[src/rtl/vsd_pkg.sv]
// Shared types, kind codes and helper functions for the varint stream decoder.
package vsd_pkg;

    localparam int unsigned ByteW  = 8;
    localparam int unsigned KindW  = 2;
    localparam int unsigned ValueW = 64;
    localparam int unsigned ShiftW = 7;
    localparam int unsigned DigitW = 7;

    // Shift position of the last byte allowed for each kind
    localparam logic [ShiftW-1:0] LastShift32 = 7'd28;
    localparam logic [ShiftW-1:0] LastShift16 = 7'd14;
    localparam logic [ShiftW-1:0] LastShift64 = 7'd63;

    typedef enum logic [KindW-1:0] {
        KIND_32 = 2'd0,
        KIND_16 = 2'd1,
        KIND_64 = 2'd2
    } vsd_kind_t;

    // One input byte with its kind selector
    typedef struct packed {
        logic [ByteW-1:0] data_byte;
        logic [KindW-1:0] kind;
    } vsd_item_t;

    // One decoded result
    typedef struct packed {
        logic [ValueW-1:0] value;
        logic              too_long;
    } vsd_result_t;

    // Decoder state as seen from outside the core
    typedef struct packed {
        logic [ShiftW-1:0] shift;
        logic [KindW-1:0]  kind;
    } vsd_state_t;

    // Last allowed shift; the unused kind code behaves as 64-bit
    function automatic logic [ShiftW-1:0] last_shift(input logic [KindW-1:0] k);
        logic [ShiftW-1:0] r;
        begin
            case (k)
                KIND_32: r = LastShift32;
                KIND_16: r = LastShift16;
                default: r = LastShift64;
            endcase
            return r;
        end
    endfunction

    // Keep only the bits that belong to the kind's width
    function automatic logic [ValueW-1:0] width_mask(input logic [KindW-1:0] k);
        logic [ValueW-1:0] r;
        begin
            case (k)
                KIND_32: r = 64'h0000_0000_FFFF_FFFF;
                KIND_16: r = 64'h0000_0000_0000_FFFF;
                default: r = '1;
            endcase
            return r;
        end
    endfunction

endpackage

[src/rtl/vsd_in_reg.sv]
// Input register stage: captures one byte transfer and holds it until decoded.
module vsd_in_reg (
    input  logic                aclk,
    input  logic                aresetn,
    input  logic                s_tvalid,
    output logic                s_tready,
    input  vsd_pkg::vsd_item_t  s_item,
    input  logic                advance,
    output logic                item_valid,
    output vsd_pkg::vsd_item_t  item
);
    import vsd_pkg::*;

    logic      valid_reg;
    logic      valid_next;
    vsd_item_t item_reg;

    // Take a new byte when empty or when the held byte moves on this cycle
    assign s_tready = !valid_reg || advance;

    always_comb begin
        valid_next = valid_reg;
        if (s_tready) begin
            valid_next = s_tvalid;
        end
    end

    always_ff @(posedge aclk) begin
        if (!aresetn) begin
            valid_reg <= 1'b0;
        end else begin
            valid_reg <= valid_next;
        end
    end

    // Payload needs no reset
    always_ff @(posedge aclk) begin
        if (s_tready && s_tvalid) begin
            item_reg <= s_item;
        end
    end

    assign item_valid = valid_reg;
    assign item       = item_reg;

endmodule

[src/rtl/vsd_core.sv]
// Decode core: accumulator, shift and kind state with the per-byte shift-or.
module vsd_core (
    input  logic                 aclk,
    input  logic                 aresetn,
    input  logic                 item_valid,
    input  vsd_pkg::vsd_item_t   item,
    input  logic                 advance,
    output logic                 res_valid,
    output vsd_pkg::vsd_result_t result,
    output vsd_pkg::vsd_state_t  state
);
    import vsd_pkg::*;

    logic [ValueW-1:0] acc_reg;
    logic [ValueW-1:0] acc_next;
    logic [ShiftW-1:0] shift_reg;
    logic [ShiftW-1:0] shift_next;
    logic [KindW-1:0]  kind_reg;
    logic [KindW-1:0]  kind_next;

    logic              fire;
    logic              more;
    logic [KindW-1:0]  cur_kind;
    logic [5:0]        sh;
    logic [ValueW-1:0] acc_new;
    logic              at_limit;

    assign fire     = item_valid && advance;
    assign more     = item.data_byte[ByteW-1];
    // Latch the kind on the first byte of a value
    assign cur_kind = (shift_reg == '0) ? item.kind : kind_reg;
    assign sh       = shift_reg[5:0];
    assign acc_new  = acc_reg
                    | ({{(ValueW-DigitW){1'b0}}, item.data_byte[DigitW-1:0]} << sh);
    assign at_limit = ({1'b0, sh} >= last_shift(cur_kind));

    always_comb begin
        acc_next        = acc_reg;
        shift_next      = shift_reg;
        kind_next       = kind_reg;
        res_valid       = 1'b0;
        result.value    = acc_new & width_mask(cur_kind);
        result.too_long = 1'b0;
        if (fire) begin
            if (!more) begin
                // Final byte: emit the value and drop back to idle
                res_valid  = 1'b1;
                acc_next   = '0;
                shift_next = '0;
                kind_next  = '0;
            end else if (at_limit) begin
                // Still continuing on the last allowed byte: report an error
                res_valid       = 1'b1;
                result.value    = '0;
                result.too_long = 1'b1;
                acc_next        = '0;
                shift_next      = '0;
                kind_next       = '0;
            end else begin
                // Continuing byte: advance the shift by one digit
                acc_next   = acc_new;
                shift_next = {1'b0, sh} + ShiftW'(DigitW);
                kind_next  = cur_kind;
            end
        end
    end

    always_ff @(posedge aclk) begin
        if (!aresetn) begin
            acc_reg   <= '0;
            shift_reg <= '0;
            kind_reg  <= '0;
        end else begin
            acc_reg   <= acc_next;
            shift_reg <= shift_next;
            kind_reg  <= kind_next;
        end
    end

    assign state.shift = shift_reg;
    assign state.kind  = kind_reg;

endmodule

[src/rtl/vsd_out_reg.sv]
// Result register stage: holds one decoded result until the receiver takes it.
module vsd_out_reg (
    input  logic                 aclk,
    input  logic                 aresetn,
    input  logic                 res_valid,
    input  vsd_pkg::vsd_result_t result,
    output logic                 advance,
    output logic                 m_tvalid,
    input  logic                 m_tready,
    output vsd_pkg::vsd_result_t m_result
);
    import vsd_pkg::*;

    logic        valid_reg;
    logic        valid_next;
    vsd_result_t result_reg;

    // Decode may proceed when the register is empty or being drained
    assign advance = !valid_reg || m_tready;

    always_comb begin
        valid_next = valid_reg;
        if (advance) begin
            valid_next = res_valid;
        end
    end

    always_ff @(posedge aclk) begin
        if (!aresetn) begin
            valid_reg <= 1'b0;
        end else begin
            valid_reg <= valid_next;
        end
    end

    always_ff @(posedge aclk) begin
        if (advance && res_valid) begin
            result_reg <= result;
        end
    end

    assign m_tvalid = valid_reg;
    assign m_result = result_reg;

endmodule

[src/rtl/varint_stream_decoder_unit.sv]
// Top level of the unsigned LEB128 varint stream decoder.
//
// Input channel (s_): one encoded byte per transfer. s_tdata carries the byte,
// s_tuser the value kind (0 = 32-bit, 1 = 16-bit, 2 or 3 = 64-bit), which is
// sampled only on the first byte of each value.
// Result channel (m_): one transfer per completed value. m_tdata carries the
// decoded bits truncated to the kind's width (16-bit kind as its 16-bit
// two's complement pattern, zero above), m_tuser flags a value that ran past
// 5, 3 or 10 bytes; such a result carries zero data and restarts decoding.
// Continuing bytes produce no result.
// Throughput: one byte per cycle unless the receiver stalls, set by the combinational
// shift-or into the accumulator between the input register and the result register.
// A final byte is held in the input register, decoded by the core and captured in the
// result register, which presents it on m_tvalid; a receiver stall can hold it back.
// Reset clears the decoder to idle and empties both registers.
// When the receiver stalls, the result register holds, the input register
// fills, and s_tready drops until the result is taken.
module varint_stream_decoder_unit (
    input  logic        aclk,
    input  logic        aresetn,
    input  logic        s_tvalid,
    output logic        s_tready,
    input  logic [7:0]  s_tdata,   // [7:0] data_byte
    input  logic [1:0]  s_tuser,   // [1:0] kind
    output logic        m_tvalid,
    input  logic        m_tready,
    output logic [63:0] m_tdata,   // [63:0] value
    output logic [0:0]  m_tuser    // [0] too_long
);
    import vsd_pkg::*;

    vsd_item_t   s_item;
    vsd_item_t   item;
    logic        item_valid;
    logic        advance;
    logic        res_valid;
    vsd_result_t result;
    vsd_result_t m_result;
    vsd_state_t  state;

    assign s_item.data_byte = s_tdata;
    assign s_item.kind      = s_tuser;

    vsd_in_reg u_in_reg (
        .aclk       (aclk),
        .aresetn    (aresetn),
        .s_tvalid   (s_tvalid),
        .s_tready   (s_tready),
        .s_item     (s_item),
        .advance    (advance),
        .item_valid (item_valid),
        .item       (item)
    );

    vsd_core u_core (
        .aclk       (aclk),
        .aresetn    (aresetn),
        .item_valid (item_valid),
        .item       (item),
        .advance    (advance),
        .res_valid  (res_valid),
        .result     (result),
        .state      (state)
    );

    vsd_out_reg u_out_reg (
        .aclk      (aclk),
        .aresetn   (aresetn),
        .res_valid (res_valid),
        .result    (result),
        .advance   (advance),
        .m_tvalid  (m_tvalid),
        .m_tready  (m_tready),
        .m_result  (m_result)
    );

    assign m_tdata    = m_result.value;
    assign m_tuser[0] = m_result.too_long;

    // An error result never carries data bits
    a_too_long_zero: assert property (@(posedge aclk) disable iff (!aresetn)
        (m_tvalid && m_tuser[0]) |-> (m_tdata == '0))
        else $error("too_long result with nonzero data");

    // Shift never passes the last allowed position of its kind
    a_shift_limit: assert property (@(posedge aclk) disable iff (!aresetn)
        (state.shift <= LastShift64)
        && !(state.kind == KIND_32 && state.shift > LastShift32)
        && !(state.kind == KIND_16 && state.shift > LastShift16))
        else $error("shift beyond limit for kind");

    // Input side stalls only while a byte is held for decode
    a_stall_held: assert property (@(posedge aclk) disable iff (!aresetn)
        !s_tready |-> (item_valid && m_tvalid && !m_tready))
        else $error("input stalled without a held byte");

    // A decoded result is presented on the following cycle
    a_result_lands: assert property (@(posedge aclk) disable iff (!aresetn)
        (res_valid && advance) |=> m_tvalid)
        else $error("decoded result lost");

endmodule
[config.mk]
export PLATFORM = sky130hd
export DESIGN_NAME = varint_stream_decoder_unit
export DESIGN_NICKNAME = d
export VERILOG_FILES = /design/src/rtl/vsd_pkg.sv /design/src/rtl/vsd_in_reg.sv /design/src/rtl/vsd_core.sv /design/src/rtl/vsd_out_reg.sv /design/src/rtl/varint_stream_decoder_unit.sv
export SDC_FILE = /design/constraint.sdc
export NUM_CORES = 1
export LEC_CHECK = 0
export ABC_CLOCK_PERIOD_IN_PS = 10000
export BUFFER_PORTS_ARGS = -buffer_cell sky130_fd_sc_hd__buf_2
export CORE_MARGIN = 2
export CORE_UTILIZATION = 50
export CTS_CLUSTER_SIZE = 14
export DETAILED_ROUTE_END_ITERATION = 10
export PLACE_DENSITY = 0.72
export RECOVER_POWER = 50
export SLEW_MARGIN = 20
export SYNTH_ARGS = -nofsm -noshare
export SYNTH_HDL_FRONTEND = slang
export SYNTH_SLANG_ARGS = --single-unit
[constraint.sdc]
create_clock -name aclk -period 10 [get_ports aclk]
set_input_delay 1.5 -clock aclk [delete_from_list [all_inputs] [get_ports aclk]]
set_output_delay 1.5 -clock aclk [all_outputs]
set_load 0.02 [all_outputs]
---- Word level (Yosys, flattened, before mapping) ----
Index checks and enable logic that the tools add are counted.
storage, ports and cells
  bits in writable memories ............... 0
  bits of input ports ..................... 14
  output and inout bits ................... 67
  ROM bits ................................ 0
  memories ................................ 0
  register bits after elaboration ......... 150
  word-level logic and storage cells ...... 40
  latch bits .............................. 0
cells by class
  reduce and logical (&&, ||, !) cells .... 10
  bitwise logic cells ..................... 2
  equality and inequality tests ........... 1
  shift-type cells ........................ 1
  order comparisons ....................... 1
  $mul .................................... 0
  multiplexer cells ....................... 15
  add/subtract/negate cells ............... 1
  divide/modulo/power cells ............... 0
operator list
  kind                 number
  $mux 65              3
  $mux 64              2
  $pmux 64 s2          1
  $and 64x64->64       1
  $or 64x64->64        1
  $shl 7x6->64         1
  $mux 7               2
  $pmux 6 s2           1
  $add 6x3->7 const B  1
  $logic_not 7->1      1
  $ge 6x6->1           1
  $mux 2               3
  $logic_and 1x1->1    3
  $mux 1               3
  $eq 2x1->1 const B   1
  $logic_not 1->1      2
  $logic_not 2->1      1
  $logic_or 1x1->1     2
  $reduce_and 2->1     1

---- Logic depth before layout (Yosys ltp) ----
Gate-level depths: netlist of the first run.
  word-level depth ........................ 9
  gate-level depth with buffers ........... 15
  depth with buffers taken out ............ 11

---- Cells and area by module ----
A second synthesis of the first run with hierarchy kept.
unflattened totals
  cells, all modules ...................... 685
  area, all modules ....................... 6734.0 sq um
modules (own cells, without submodules)
  module       times used  cells each  sequential area each (sq um)  area an instance (sq um)
  vsd_core     1           600         1461.4                        4366.7
  vsd_out_reg  1           70          1971.9                        2009.4
  vsd_in_reg   1           15          320.3                         357.8

---- Worst setup path after synthesis of the first run ----
Ideal clock, no wire load.
  kind .................................... register -> register
  start point ............................. reg u_core.shift_reg[0]
  end point ............................... reg u_out_reg.result_reg (netlist bit u_out_reg.m_result[0]) (enable)
  path slack .............................. 4.427 ns
  period minus slack after synthesis ...... 5.573 ns
  setup time .............................. 0.493 ns
  buffers on the path ..................... 1
  data required time ...................... 9.507 ns
  arrival ................................. 5.080 ns
  cell stages (with the launch flop) ...... 11
  cell sequence ........................... dfxtp_1 -> buf_2 -> clkinv_1 -> ha_1 -> nand3_1 -> mux2i_2 -> ha_1 -> or3b_1 -> a2bb2oi_1 -> o21ai_2 -> nor2_1
between the ends
  cells in the longest elaborated chain, start to end .. 9
  elaborated cells on any way between the ends .. 10
  those cells by class .................... order compare (1); eq/ne (1); mux (5); reduce/logical (3)
RTL lines
  item                                                  RTL line           source
  from (decl)                                           vsd_core.sv:16     logic [ShiftW-1:0] shift_reg;
  from (signal assigned)                                vsd_core.sv:75     shift_reg <= shift_next;
  $logic_not 7->1                                       vsd_core.sv:31     assign cur_kind = (shift_reg == '0) ? item.kind : kind_reg;
  $mux 2                                                vsd_core.sv:31
  $eq 2x1->1 / $logic_not 2->1 (equally long branches)  vsd_pkg.sv:43      case (k)
  $pmux 6 s2                                            vsd_pkg.sv:43
  $ge 6x6->1 *                                          vsd_core.sv:35     assign at_limit = ({1'b0, sh} >= last_shift(cur_kind));
  $mux 1 *                                              vsd_core.sv:51     end else if (at_limit) begin
  $mux 1 *                                              vsd_core.sv:45     if (!more) begin
  $mux 1 *                                              vsd_core.sv:44     if (fire) begin
  $logic_and 1x1->1 *                                   vsd_out_reg.sv:37  if (advance && res_valid) begin
  to (signal assigned)                                  vsd_out_reg.sv:38  result_reg <= result;
  to (decl)                                             vsd_out_reg.sv:16  vsd_result_t result_reg;
Mark *: on every way between the ends. The rest lies on a longest branch, timed or not.
A chain may end at the register's enable or synchronous reset.

---- Worst setup path after layout of the first run ----
  start point ............................. reg u_core.shift_reg[0]
  end point ............................... reg u_core.shift_reg[3]
between the ends
  cells in the longest elaborated chain, start to end .. 7
  elaborated cells on any way between the ends .. 9
  those cells by class .................... add/sub (1); order compare (1); eq/ne (1); mux (4); reduce/logical (2)
RTL lines
  item                                                  RTL line
  $logic_not 7->1                                       vsd_core.sv:31
  $mux 2                                                vsd_core.sv:31
  $eq 2x1->1 / $logic_not 2->1 (equally long branches)  vsd_pkg.sv:43
  $pmux 6 s2                                            vsd_pkg.sv:43
  $ge 6x6->1                                            vsd_core.sv:35
  $mux 7 *                                              vsd_core.sv:51
  $mux 7 *                                              vsd_core.sv:45
Marks and branches as above.

==> results of run 1 <==
==> worst paths after layout <==
| path | from | to | slack, ns | cells past startpoint |
|---|---|---|---|---|
| min reg2reg | u_core.acc_reg[49]$_SDFFE_PN0P_ | u_core.acc_reg[49]$_SDFFE_PN0P_ | 0.46 | 2 |
| min | u_core.acc_reg[49]$_SDFFE_PN0P_ | u_core.acc_reg[49]$_SDFFE_PN0P_ | 0.46 | 2 |
| max reg2reg | u_core.shift_reg[0]$_SDFFE_PN0P_ | u_core.shift_reg[3]$_SDFFE_PN0P_ | 2.97 | 11 |
| max | u_core.shift_reg[0]$_SDFFE_PN0P_ | u_core.shift_reg[3]$_SDFFE_PN0P_ | 2.97 | 11 |
==> placed cells by master (no fill, tap or decap), types with 4 or more instances in the layout <==
cell type	count
mux2i_1	7
clkbuf_1	70
edfxtp_1	75
buf_4	7
clkbuf_16	18
a32oi_1	5
nand3_1	12
and2_1	6
o21ai_0	9
o22ai_1	4
mux2_2	4
nand2b_1	9
nand4_1	4
nor3_1	9
a211oi_1	5
inv_1	8
dfxtp_1	75
buf_2	12
nor2b_1	13
a31oi_1	16
ha_1	5
nor2_1	145
nand2_1	18
and3_1	9
a21oi_1	103
==> worst reg2reg max path: stages, from the launching register on <==
cell       delay [ns]
dfxtp_1          0.94
clkinv_1         0.50
ha_1             0.39
nand3_1          0.20
mux2i_1          0.50
ha_1             0.29
or3b_1           0.17
a2bb2oi_1        0.25
o21ai_0          0.45
o21ai_0          2.43
buf_4            0.64
o22ai_1          0.13
==> logic make-up after synthesis <==
kind of cell | after synthesis
muxes | 16
adders and majority gates | 5
and+or+nand+nor | 249
AOI/OAI and AO/OA | 178
buffers and inverters | 53
DFF | 150
==> per-layer routing <==
metal	share of wire, %	vias to the layer above	GRT usage [%]
met3	8.3	24	6.56
met1	43	2531	30.0
met2	47	251	36.3
met4	1.7	0	9.34
li1	-	2484	-
met5	0	-	0
==> area by class of cell <==
class,count,area (sq um)
fillers,1077,5200
flip-flops and latches,150,3750
repair buffers,87,368
clock buffers,21,472
inverters,11,41.3
well taps,172,215
clock inverters,11,98.8
multi-input cells,448,2520
==> report_power, final <==
group	internal [mW]	switching, mW
logic	0.0446	0.111
clock network	0.363	0.247
registers	0.665	0.0137
==> flow_summary.json, run 1 <==
{
  "largest_reg_flops": 65,
  "synth_common_cells": "146 x nor2_1, 103 x a21oi_1, 75 x dfxtp_1, 75 x edfxtp_1, 22 x buf_2",
  "synth.top_cell.area_share_pct": 34.5,
  "synth-simple-area-share_pct": 17.9,
  "fin_util_pct": 58.9,
  "status": "finished, violations left",
  "whs_ns": 0.456,
  "grt_pass1_wl_mm": 25.3,
  "min_period_over_period_pct": 70.3,
  "ys_seq_elements": 150,
  "die_area_sq_um": 14000,
  "synth.area.top_cells": "edfxtp_1 35%, dfxtp_1 23%, nor2_1 8.4%, a21oi_1 7.9%, buf_2 1.7%",
  "end_kind": "flip-flop",
  "synth_edf_count": 75,
  "cts_hold_buf": 0,
  "clkTransAtPathRegs_ns": 0.06,
  "hold_violations": 0,
  "worst_ep_required_time_ns": 10.29,
  "setup_viol": 0,
  "skew_ns": 0.00714,
  "drt_wl_total_mm": 15.9,
  "cp.arrival_ns": 7.32,
  "final_layout_size_suffix_gt1_share_pct": 9.34,
  "grt_overflow": 0,
  "vias": 5290,
  "path_buf_inv": 2,
  "n_antenna_cell": 0,
  "grtUsageTotal_pct": 23.0,
  "io-pin-count": 81,
  "vdd_drop_max_mv": 0.0971,
  "nNetsFinal": 734,
  "max-slew-margin-rel_pct": -105,
  "clockRootBuffer": "clkbuf_16",
  "p_per_area_nw_per_um2": 193,
  "finalInstanceArea_sq_um": 7470,
  "synthMuxAreaShare_pct": 3.03,
  "power_mw": 1.44,
  "yosys.area.top_type": "edfxtp_1",
  "io_buffers": 80,
  "htree_levels": 4,
  "synth_fp_nets": 670,
  "synth_adder_area_share_pct": 0.959,
  "ctsLongestPathBuffers": 2,
  "antenna_found_initial": 0,
  "setup_slack_ns": 2.97,
  "final.setup.tns_ns": 0,
  "dp.cells": 868,
  "gp_congestion": 0.914,
  "avgSynthCellArea_sq_um": 10.0,
  "hp-class": "reg2reg",
  "cts_tree": "yes",
  "synth_compound_area_share_pct": 16.7,
  "synth_cell_types": 64,
  "core_area_sq_um": 12700,
  "rows": 41,
  "dp_hpwl_mm": 10.4,
  "rsz0062_at_grt": "no",
  "cts_setup_buffers": 0,
  "fmax_ghz": 0.142,
  "area_growth_pct": 14.4,
  "worst_slew_pin_slew_ns": 3.04,
  "synth_most_common_cell": "nor2_1",
  "synth_cells": 651,
  "cpPeakStageDelay_ns": 2.43,
  "slew_violations": 29,
  "die_w_microns": 118,
  "tritoncts.num_buffers": 17,
  "dr.first_iter.drc_count": 590,
  "place_area_sq_um": 7000,
  "place_ws_ns": 5.33,
  "finalNonFillerCells": 900,
  "synth_top_family_by_area": "simple AND/OR/NAND/NOR gates",
  "wire_per_inst_microns": 17.7,
  "synth_xor_xnor_area_share_pct": 0,
  "ys.warnings.count": 0,
  "clock_latency_ns": 0.42,
  "cts_resized": 0,
  "crit_family": "compound AO/OA/AOI/OAI gates",
  "die_h_microns": 118,
  "drtPass1Iterations": 5,
  "drcViolationCount": 0,
  "critPathSlowestCell": "o21ai_0",
  "syn_area_sq_um": 6530,
  "grt_max_degree": 69,
  "antenna_left": 0,
  "critical_path_class": "reg2reg",
  "violations": "capacitance limit, slew limit",
  "worstPathCellList": "clkinv_1 -> ha_1 -> nand3_1 -> mux2i_1 -> ha_1 -> or3b_1 -> a2bb2oi_1 -> o21ai_0 -> o21ai_0 -> buf_4 -> o22ai_1",
  "startpoint_type": "flip-flop",
  "yosysSeqAreaShare_pct": 57.5,
  "synth-main-ff-cell": "edfxtp_1",
  "period_minus_slack_ns": 7.03,
  "grt_pass1_vias": 4922,
  "synthArstFlopShare_pct": 0,
  "cp_max_fo": 36,
  "power_leakage_nw": 2.60,
  "vias_per_cell": 5.88,
  "start_util_pct": 51.5,
  "clock_sinks": 150,
  "max_cap_viol_count": 1
}
Note: power is estimated with default switching activity, not from simulation.
==> run 2: changes to the inputs <==
--- a/config.mk
+++ b/config.mk
@@ -5,7 +5,7 @@
 export SDC_FILE = /design/constraint.sdc
 export NUM_CORES = 1
 export LEC_CHECK = 0
-export ABC_CLOCK_PERIOD_IN_PS = 10000
+export ABC_CLOCK_PERIOD_IN_PS = 7100
 export BUFFER_PORTS_ARGS = -buffer_cell sky130_fd_sc_hd__buf_2
 export CORE_MARGIN = 2
 export CORE_UTILIZATION = 50
==> constraint.sdc (replaced) <==
create_clock -name aclk -period 7.1 [get_ports aclk]
set_input_delay 1.065 -clock aclk [delete_from_list [all_inputs] [get_ports aclk]]
set_output_delay 1.065 -clock aclk [all_outputs]
set_load 0.02 [all_outputs]
==> flow_summary.json, run 2 (same netlist as run 1, synthesis figures left out) <==
{
  "die_h_microns": 118,
  "clock_latency_ns": 0.44,
  "switchingPower_mw": 0.538,
  "clockRootBuffer": "clkbuf_16",
  "clock_sinks": 150,
  "cts_tree": "yes",
  "max-slew-margin-rel_pct": 24.7,
  "switching_share_pct": 24.9,
  "final_common_cell": "nor2_1",
  "io-pin-count": 81,
  "multi_input_area_sq_um": 2520,
  "grtUsageTotal_pct": 24.2,
  "grt_pass1_vias": 5147,
  "whs_ns": 0.462,
  "ctsLongestPathBuffers": 2,
  "dr.first_iter.drc_count": 445,
  "cts_setup_buffers": 0,
  "n_antenna_cell": 0,
  "die_area_sq_um": 14000,
  "hold_violations": 0,
  "seqPwrFrac_pct": 44.3,
  "clkPwrFrac_pct": 45.4,
  "status": "finished, final reports clean",
  "drcViolationCount": 0,
  "antenna_found_initial": 0,
  "die_w_microns": 118,
  "cts_resized": 0,
  "htree_levels": 4,
  "slew_violations": 0,
  "final_layout_size_suffix_gt1_share_pct": 9.89,
  "cp_max_fo": 55,
  "worst_slew_pin_slew_ns": 1.13,
  "grt_overflow": 0,
  "grt_pass1_wl_mm": 26.2,
  "start_util_pct": 51.5,
  "antenna_left": 0,
  "end_kind": "flip-flop",
  "final-seq-area_sq_um": 3750,
  "power_leakage_nw": 2.64,
  "final_cell_mix": "145 x nor2_1, 103 x a21oi_1, 75 x dfxtp_1, 75 x edfxtp_1, 68 x clkbuf_1",
  "vias_per_cell": 5.87,
  "dp.cells": 868,
  "grt_max_degree": 56,
  "p_per_area_nw_per_um2": 286,
  "tritoncts.num_buffers": 17,
  "wire_per_inst_microns": 18.3,
  "largest_reg_flops": 65,
  "nNetsFinal": 734,
  "final.setup.tns_ns": 0,
  "gp_congestion": 0.960,
  "critical_path_class": "reg2reg",
  "core_area_sq_um": 12700,
  "fin_util_pct": 59.6,
  "vdd_drop_max_mv": 0.139,
  "io_buffers": 80,
  "hp-class": "reg2reg",
  "clkTransAtPathRegs_ns": 0.06,
  "area_growth_pct": 15.8,
  "startpoint_type": "flip-flop",
  "cp.arrival_ns": 6.07,
  "finalNonFillerCells": 900,
  "worst_ep_required_time_ns": 7.45,
  "fmax_ghz": 0.175,
  "num-fill-cells": 1100,
  "max_cap_viol_count": 0,
  "drt_wl_total_mm": 16.5,
  "intPower_mw": 1.62,
  "pwr-share-comb_pct": 10.2,
  "min_period_over_period_pct": 80.6,
  "skew_ns": 0.00737,
  "setup_viol": 0,
  "cts_hold_buf": 0,
  "power_mw": 2.16,
  "rows": 41,
  "period_minus_slack_ns": 5.72,
  "rsz0062_at_grt": "no",
  "dp_hpwl_mm": 11.1,
  "drtPass1Iterations": 5,
  "vias": 5286
}
[run 2: cell count changes in the layout (fill, tap and decap cells not counted), sizes merged]
| cell | change |
|---|---|
| bufinv | +3 |
| clkbuf | -2 |
| clkinv | -5 |
| clkinvlp | +2 |
| inv | +2 |
[run 2: cell type report]
type | count | area share, %
repair buffers | 87 | 4.87
inverters | 11 | 0.546
well taps | 172 | 2.85
clock inverters | 13 | 2.52
clock buffers | 19 | 6.14
multi-input cells | 448 | 33.4
flip-flops and latches | 150 | 49.7
[run 2: metal layers]
layer  track usage, %  vias up  share of wire (%)  wire length (microns)
li1                 -     2485                  -                      -
met3             6.18       36                6.9                   1140
met2             39.3      208                 48                   7900
met4             9.71        0                2.4                    403
met1             30.9     2557                 43                   7020
met5                0        -                  0                      0
[run 2: through the flow]
stage	area [sq um]	worst slack [ns]
after floorplan	6530	1.53
after global placement	7000	2.46
after detailed placement	7000	2.11
after CTS	7650	2.10
after global routing	7560	0.956
final	7560	1.38
[run 2: power groups by stage]
stage	clock, mW	sequential [mW]	combinational [mW]
floorplan	0	0.984	0.151
global placement	0	0.972	0.218
detailed placement	0	0.974	0.224
CTS	0.988	0.955	0.225
global route	1.02	0.959	0.239
finish	0.981	0.956	0.221
[run 2: final timing paths]
| path | slack, ns | startpoint | cells past startpoint | endpoint |
|---|---|---|---|---|
| max | 1.38 | u_core.shift_reg[0]$_SDFFE_PN0P_ | 12 | u_core.acc_reg[34]$_SDFFE_PN0P_ |
| min | 0.46 | u_core.acc_reg[17]$_SDFFE_PN0P_ | 2 | u_core.acc_reg[17]$_SDFFE_PN0P_ |
| max reg2reg | 1.38 | u_core.shift_reg[0]$_SDFFE_PN0P_ | 12 | u_core.acc_reg[34]$_SDFFE_PN0P_ |
| min reg2reg | 0.46 | u_core.acc_reg[17]$_SDFFE_PN0P_ | 2 | u_core.acc_reg[17]$_SDFFE_PN0P_ |
[run 2: worst max-delay path: stages (launching register included)]
cell and delay, ns:
dfxtp_1 0.98, clkinv_1 0.52, ha_1 0.39, nand3_1 0.22, mux2i_1 0.51, inv_1 0.11, ha_1 0.28, nand2b_1 0.14
a21o_1 0.21, o21ai_0 0.87, o21ai_0 0.62, buf_4 0.49, nor3_1 0.25
==> run 3: changes to the inputs <==
--- a/config.mk
+++ b/config.mk
@@ -5,13 +5,13 @@
 export SDC_FILE = /design/constraint.sdc
 export NUM_CORES = 1
 export LEC_CHECK = 0
-export ABC_CLOCK_PERIOD_IN_PS = 7100
+export ABC_CLOCK_PERIOD_IN_PS = 5000
 export BUFFER_PORTS_ARGS = -buffer_cell sky130_fd_sc_hd__buf_2
 export CORE_MARGIN = 2
 export CORE_UTILIZATION = 50
 export CTS_CLUSTER_SIZE = 14
 export DETAILED_ROUTE_END_ITERATION = 10
-export PLACE_DENSITY = 0.72
+export PLACE_DENSITY = 0.75
 export RECOVER_POWER = 50
 export SLEW_MARGIN = 20
 export SYNTH_ARGS = -nofsm -noshare
==> constraint.sdc (replaced) <==
create_clock -name aclk -period 5 [get_ports aclk]
set_input_delay 0.75 -clock aclk [delete_from_list [all_inputs] [get_ports aclk]]
set_output_delay 0.75 -clock aclk [all_outputs]
set_load 0.02 [all_outputs]
==> flow_summary.json, run 3 (same netlist as run 1, synthesis figures left out) <==
{
  "status": "finished, final reports clean",
  "crit_family": "flip-flops",
  "cts_hold_buf": 0,
  "fmax_ghz": 0.228,
  "final_cell_mix": "145 x nor2_1, 103 x a21oi_1, 75 x dfxtp_1, 75 x edfxtp_1, 68 x clkbuf_1",
  "grt_overflow": 0,
  "gp_congestion": 0.932,
  "r2r_end": "u_out_reg.m_result[34]$_DFFE_PP_",
  "nNetsFinal": 737,
  "setup_viol": 0,
  "cp.arrival_ns": 4.45,
  "drtPass1Iterations": 6,
  "antenna_left": 0,
  "skew_ns": 0.00800,
  "rsz0062_at_grt": "no",
  "hp-class": "reg2reg",
  "cpPeakStageDelay_ns": 0.99,
  "crit_start": "u_core.shift_reg[1]$_SDFFE_PN0P_",
  "grt_pass1_vias": 5172,
  "io-pin-count": 81,
  "die_h_microns": 118,
  "critical_path_class": "reg2reg",
  "path_buf_inv": 2,
  "worst_ep_required_time_ns": 5.06,
  "startpoint_type": "flip-flop",
  "multi_input_area_sq_um": 2530,
  "dp_hpwl_mm": 10.3,
  "min_path_cells": 2,
  "end_kind": "flip-flop",
  "max_cap_viol_count": 0,
  "htree_levels": 4,
  "cts_tree": "yes",
  "r2r_start": "u_core.shift_reg[1]$_SDFFE_PN0P_",
  "wire_per_inst_microns": 17.9,
  "dr.first_iter.drc_count": 687,
  "final.setup.tns_ns": 0,
  "grt_pass1_wl_mm": 25.9,
  "clockRootBuffer": "clkbuf_16",
  "final_layout_size_suffix_gt1_share_pct": 10.5,
  "fin_util_pct": 59.4,
  "die_area_sq_um": 14000,
  "n_antenna_cell": 0,
  "cts_setup_buffers": 0,
  "drcViolationCount": 0,
  "die_w_microns": 118,
  "p_per_area_nw_per_um2": 390,
  "grtUsageTotal_pct": 23.3,
  "area_growth_pct": 15.3,
  "whs_endpoint": "u_core.acc_reg[49]$_SDFFE_PN0P_",
  "min_from": "u_core.acc_reg[49]$_SDFFE_PN0P_",
  "period_minus_slack_ns": 4.39,
  "cp_max_fo": 68,
  "r2r_setup_slack_ns": 0.61,
  "clock_latency_ns": 0.43,
  "cts_resized": 0,
  "max-slew-margin-rel_pct": 32.5,
  "worst_slew_pin_slew_ns": 1.01,
  "slew_violations": 0,
  "final-seq-area_sq_um": 3750,
  "io_buffers": 80,
  "clock_sinks": 150,
  "drt_wl_total_mm": 16.2,
  "rows": 41,
  "hold_violations": 0,
  "critPathSlowestCell": "dfxtp_1",
  "reg2reg_depth": 10,
  "clkTransAtPathRegs_ns": 0.07,
  "num-fill-cells": 1084,
  "tritoncts.num_buffers": 17,
  "grt_max_degree": 69,
  "vdd_drop_max_mv": 0.189,
  "min_period_over_period_pct": 87.9,
  "core_area_sq_um": 12700,
  "largest_reg_flops": 65,
  "vias": 5365,
  "crit_top_cell": "ha_1",
  "antenna_found_initial": 0,
  "ctsLongestPathBuffers": 2,
  "final_common_cell": "nor2_1",
  "vias_per_cell": 5.94,
  "power_leakage_nw": 2.64,
  "worstPathCellList": "inv_1 -> ha_1 -> nand3_1 -> mux2i_1 -> ha_1 -> or3b_1 -> a2bb2oi_1 -> o21ai_2 -> nor2_4 -> buf_4",
  "start_util_pct": 51.5
}
[run 3: metal layers]
metal	GRT usage (%)	vias to the layer above	routed length, microns
met5	0	-	0
met4	7.83	0	331
met3	5.21	35	1550
met2	38.5	304	7760
met1	30.3	2537	6550
li1	-	2489	-
[run 3: worst max path at each step]
stage / cells past startpoint / slack [ns] / end
final: 10 / 0.61 / u_out_reg.m_result[34]$_DFFE_PP_
after global routing: 12 / 0.31 / u_core.shift_reg[5]$_SDFFE_PN0P_
after CTS: 10 / 0.80 / u_out_reg.m_result[50]$_DFFE_PP_
after detailed placement: 10 / 0.80 / u_out_reg.m_result[18]$_DFFE_PP_
after global placement: 10 / 1.12 / u_out_reg.m_result[42]$_DFFE_PP_
after floorplan: 10 / 0.56 / u_out_reg.m_result[0]$_SDFFCE_PN0P_
[run 3: report_power, final]
part / leakage [nW] / internal (mW) / switching [mW]
Sequential: 1.29 / 1.33 / 0.0232
Clock: 0.293 / 0.675 / 0.593
Combinational: 1.05 / 0.0907 / 0.226
[run 3: metrics by stage]
step,total power [mW],setup WS (ns),hold slack (ns),cells,instance area [sq um]
3_3_place_gp,1.68,1.12,0.435,871,7020
6_report,2.94,0.607,0.455,903,7520
4_1_cts,2.95,0.796,0.455,903,7620
5_1_grt,3.02,0.311,0.480,903,7520
3_5_place_dp,1.69,0.796,0.445,871,7020
2_1_floorplan,1.61,0.559,0.425,651,6530
[run 3: area by class of cell]
class / instances / area share, %
clock inverters: 15 / 2.34
flip-flops and latches: 150 / 49.9
inverters: 11 / 0.549
repair buffers: 90 / 5.12
clock buffers: 17 / 5.65
well taps: 172 / 2.86
multi-input cells: 448 / 33.6
[run 3: worst register-to-register path: cells and delay by family, from the launching register on]
kind            cells  cell delay, ns
compound gates      2            0.52
fa+ha+maj           2            0.57
buf+inv             2            0.85
flops               1            0.99
mux                 1            0.49
simple gates        3            0.52
